File: src/rtl/krwg_pkg.sv
// ----------------------------------------------------------------------------
// krwg_pkg
// Shared constants, codes and step functions of the KISS random word generator.
// ----------------------------------------------------------------------------
`default_nettype none

package krwg_pkg;

  // Default lag table depth
  localparam int unsigned LAG_DEPTH_DEF = 256;

  // Result buffer depth (power of two) and its fill-count width
  localparam int unsigned OUT_DEPTH = 4;
  localparam int unsigned OUT_CNT_W = $clog2(OUT_DEPTH + 1);

  // Seed register reset values
  localparam logic [63:0] XS_SEED_RST    = 64'd88172645463325252;
  localparam logic [63:0] LCG_SEED_RST   = 64'd1234567890987654321;
  localparam logic [63:0] CARRY_SEED_RST = 64'd0;
  localparam logic [8:0]  LAG_LEN_RST    = 9'd1;

  // Congruential multiplier 6906969069 = 2^32 + LCG_MUL_LO
  localparam logic [31:0] LCG_MUL_LO = 32'd2612001773;
  localparam logic [63:0] LCG_ADD    = 64'd13579;

  // Multiply-with-carry shifts (multiplier 2^28 - 1)
  localparam int unsigned MWC_SHL = 28;
  localparam int unsigned MWC_SHR = 36;

  // Xorshift shifts
  localparam int unsigned XS_A = 13;
  localparam int unsigned XS_B = 17;
  localparam int unsigned XS_C = 43;

  // Item opcodes
  typedef enum logic [1:0] {
    MODE_GEN    = 2'd0,
    MODE_WRITE  = 2'd1,
    MODE_RESEED = 2'd2
  } mode_e;

  // Configuration register indexes
  typedef enum logic [1:0] {
    CFG_XS_SEED    = 2'd0,
    CFG_LCG_SEED   = 2'd1,
    CFG_CARRY_SEED = 2'd2,
    CFG_LAG_LEN    = 2'd3
  } cfg_idx_e;

  // x * 6906969069 + 13579 mod 2^64, built from two 32-bit constant products
  function automatic logic [63:0] lcg_step(input logic [63:0] x);
    logic [63:0] p_lo;
    logic [31:0] p_hi;
    p_lo = {32'd0, x[31:0]} * {32'd0, LCG_MUL_LO};
    p_hi = x[63:32] * LCG_MUL_LO;
    return p_lo + {p_hi + x[31:0], 32'd0} + LCG_ADD;
  endfunction

  // One xorshift round: left 13, right 17, left 43
  function automatic logic [63:0] xs_step(input logic [63:0] x);
    logic [63:0] t;
    t = x ^ (x << XS_A);
    t = t ^ (t >> XS_B);
    t = t ^ (t << XS_C);
    return t;
  endfunction

  // Low-bit mask for a keep count; zero keeps nothing, 64 and above keep all
  function automatic logic [63:0] keep_mask(input logic [6:0] keep);
    logic [63:0] m;
    if (keep >= 7'd64) begin
      m = '1;
    end else begin
      m = (64'd1 << keep[5:0]) - 64'd1;
    end
    return m;
  endfunction

endpackage

`default_nettype wire

File: src/rtl/krwg_out_fifo.sv
// ----------------------------------------------------------------------------
// krwg_out_fifo
// Small result buffer that decouples the pipeline from output stalls.
// ----------------------------------------------------------------------------
`default_nettype none

module krwg_out_fifo (
  input  wire logic                           clk_i,
  input  wire logic                           rst_ni,
  input  wire logic                           push_i,
  input  wire logic [63:0]                    data_i,
  output logic                                valid_o,
  input  wire logic                           stall_i,
  output logic [63:0]                         data_o,
  output logic [krwg_pkg::OUT_CNT_W-1:0]      count_o
);

  localparam int unsigned PW = $clog2(krwg_pkg::OUT_DEPTH);
  localparam int unsigned CW = krwg_pkg::OUT_CNT_W;

  logic [63:0]   mem_q [krwg_pkg::OUT_DEPTH];
  logic [PW-1:0] wr_ptr_q, wr_ptr_d;
  logic [PW-1:0] rd_ptr_q, rd_ptr_d;
  logic [CW-1:0] cnt_q, cnt_d;
  logic          pop;

  assign valid_o = (cnt_q != '0);
  assign pop     = valid_o & ~stall_i;
  assign data_o  = mem_q[rd_ptr_q];
  assign count_o = cnt_q;

  // Pointer and fill count update
  always_comb begin
    wr_ptr_d = push_i ? wr_ptr_q + PW'(1) : wr_ptr_q;
    rd_ptr_d = pop ? rd_ptr_q + PW'(1) : rd_ptr_q;
    cnt_d    = cnt_q + CW'(push_i) - CW'(pop);
  end

  always_ff @(posedge clk_i or negedge rst_ni) begin
    if (!rst_ni) begin
      wr_ptr_q <= '0;
      rd_ptr_q <= '0;
      cnt_q    <= '0;
    end else begin
      wr_ptr_q <= wr_ptr_d;
      rd_ptr_q <= rd_ptr_d;
      cnt_q    <= cnt_d;
    end
  end

  // Entry storage
  always_ff @(posedge clk_i) begin
    if (push_i) begin
      mem_q[wr_ptr_q] <= data_i;
    end
  end

endmodule

`default_nettype wire

File: config.mk
export PLATFORM = sky130hd
export DESIGN_NAME = krwg_out_fifo
export DESIGN_NICKNAME = d
export VERILOG_FILES = /design/src/rtl/krwg_pkg.sv /design/src/rtl/krwg_out_fifo.sv
export SDC_FILE = /design/constraint.sdc
export NUM_CORES = 1
export LEC_CHECK = 0
export BUFFER_PORTS_ARGS = -buffer_cell sky130_fd_sc_hd__buf_2
export CORE_MARGIN = 8
export CORE_UTILIZATION = 35
export DETAILED_ROUTE_END_ITERATION = 10
export SYNTH_ARGS = -nofsm -noshare
export SYNTH_HDL_FRONTEND = slang
export SYNTH_SLANG_ARGS = --single-unit
File: constraint.sdc
create_clock -name clk_i -period 3.4 [get_ports clk_i]
set_input_delay 0.17 -clock clk_i [delete_from_list [all_inputs] [get_ports clk_i]]
set_output_delay 0.17 -clock clk_i [all_outputs]
set_load 0.1 [all_outputs]
==> results.ini <==
[run_status]
status = completed

[detailed_routing]
wl_per_cell_um = 20.0
first_pass_iters = 4
drc = 0
avgViaCountPerCell = 4.75
wirelength_mm = 19.1
drt.antenna.violating_nets = 0
vias = 4538
drtIter0Drc = 192

[critical_path]
startpoint_type = flop
reg2reg_depth = 8
end_kind = output port
worstPathArrival_ns = 2.57
worstSetupPathType = reg2out
critPathMaxFanout = 20
required_ns = 3.23

[placed_design]
post-place-ws_ns = 1.13
port_buffers = 135
gp_congestion = 0.691
dp_hpwl_mm = 11.1

[yosys]
async_reset_ff_share_pct = 2.66
avgSynthCellArea_um2 = 26.1
yosys.area.top_type_share_pct = 79.8
yosysUniqueCellTypes = 18
syn_area_um2 = 9630
synth_nets = 444
ys_seq_elements = 263
synth-edff-count = 256
yosysWarnings = 0
synthCells = 369
ys_top_cells_by_area = edfxtp_1 (80%), mux4_2 (15%), dfrtp_1 (1.8%)
ys_seq_area_share_pct = 81.7
synthFlopType = edfxtp_1
synth_area_leader_cell = edfxtp_1

[clock_network]
clkTransAtPathRegs_ns = 0.06
cts-root-buf = clkbuf_16
clkSinkCount = 263
cts_buffers = 28
cts_tree = yes
clk_latency_ns = 0.53
post_cts_resized = 0
cts_buffer_depth = 3
cts_setup_buffers = 0
htreeDepth = 1

[sta]
setup_violations = 0
slew_headroom_pct = 29.1
drv_slew = 0
min_period_ns = 2.74
hold_ws_ns = 0.386
tightest_slew_ns = 1.06
clock_skew_ns = 0.00753
rsz0062_at_grt = no
post-route-period-util_pct = 80.5
setup-tns-final_ns = 0
max_freq_ghz = 0.365
hold_viol = 0
fin_ws_ns = 0.664

[layout]
finalNetCount = 667
drive_gt1_share_pct = 40.6
areaGrowthSynthToFinish_pct = 27.5

[grt]
grt_pass1_wl_mm = 30.0
grt_max_degree = 65
antenna_found_initial = 1
grt_usage_pct = 11.5
grt_pass1_vias = 5332
grt_remaining_overflow = 0

[die]
start_util_pct = 35.7
fp.dieW_um = 182
dieArea_um2 = 33100
die_y_um = 182
fp-row-count = 60
ios = 136
core_um2 = 27000

[min_path]
hold_path_class = in2reg
min_path_cells = 2

[run]
cap_violations = 0

cell usage in the layout, fill, tap and decap left out:
cell           count
edfxtp_1         256
buf_2            135
dlygate4sd3_1     68
mux4_2            64
clkbuf_16         29
inv_1              7
clkbuf_1           7
ha_1               6
clkinv_1           5
dfrtp_1            5
and2_4             4
xor2_1             3
clkinv_2           3
bufinv_16          3
buf_4              3
xnor2_1            2
inv_6              2
clkinvlp_4         2
dfrtp_4            2
diode_2            1
nor3_1             1
nor2_1             1
nand2_1            1
o21ai_0            1
nor3b_2            1
fa_1               1
buf_12             1
layer usage:
metal	vias to the layer above	wire length [um]	part of all wire (%)	GRT usage [%]
met3	36	1060	5.6	2.73
met2	116	9670	51	20.1
li1	2024	-	-	-
met1	2362	7860	41	14.1
met5	-	0	0	0
met4	0	458	2.4	3.54
cell usage after synthesis (all sizes together), types with 2 or more instances:
library cell  count
xor2              3
edfxtp          256
xnor2             2
buf              13
and2              4
mux4             64
dfrtp             7
inv               7
ha                6
layout make-up:
cell class / count / area, um^2
flip-flops and latches: 263 / 7870
well taps: 341 / 427
multi-input cells: 85 / 1650
clock inverters: 15 / 156
fillers: 2275 / 14700
repair buffers: 207 / 1400
diodes: 1 / 2.50
clock buffers: 36 / 752
inverters: 7 / 26.3
timing repair:
action | 4_1_cts | 5_1_grt
setup endpoints to repair | 0 | 0
hold buffers | 68 | 0
hold endpoints to repair | 266 | 0
kinds of logic after synthesis:
kind of cell / Yosys count / share of synthesized area (%)
AOI/OAI and AO/OA: 1 / 0.0519
DFF: 263 / 81.7
and+or+nand+nor: 8 / 0.520
muxes: 64 / 15.0
xor gates and xnor gates: 5 / 0.455
adders and majority gates: 7 / 0.988
buffers and inverters: 21 / 1.36
through the flow:
step	std cells	instance area, um^2	util, %
global route	955	12300	45.6
CTS	954	12300	45.5
global placement	835	10700	39.7
detailed placement	835	10700	39.7
floorplan	369	9630	-
finish	955	12300	45.6
critical path: stages (launching register included):
cell and delay (ns):
dfrtp_4 0.66, buf_4 0.45, mux4_2 0.58, buf_2 0.31
final timing paths:
kind / from / to / slack, ns
min reg2reg: wr_ptr_q[0]$_DFFE_PN0P_ / wr_ptr_q[0]$_DFFE_PN0P_ / 0.54
max reg2reg: count_o[1]$_DFF_PN0_ / count_o[2]$_DFF_PN0_ / 1.18
min in group asynchronous: rst_ni / count_o[0]$_DFF_PN0_ / 0.61
max in group asynchronous: rst_ni / rd_ptr_q[0]$_DFFE_PN0P_ / 2.50
min: data_i[62] / mem_q[1][62]$_DFFE_PP_ / 0.39
max: rd_ptr_q[0]$_DFFE_PN0P_ / data_o[3] / 0.66
sequential cells by signal (all words and copies together) (netlist names):
signal,count
wr_ptr_q,2
mem_q,256
count_o,3
rd_ptr_q,2
Power is left out: the tool's default activity adds up to more than one toggle a clock period on the data nets, which glitch-free logic cannot reach.
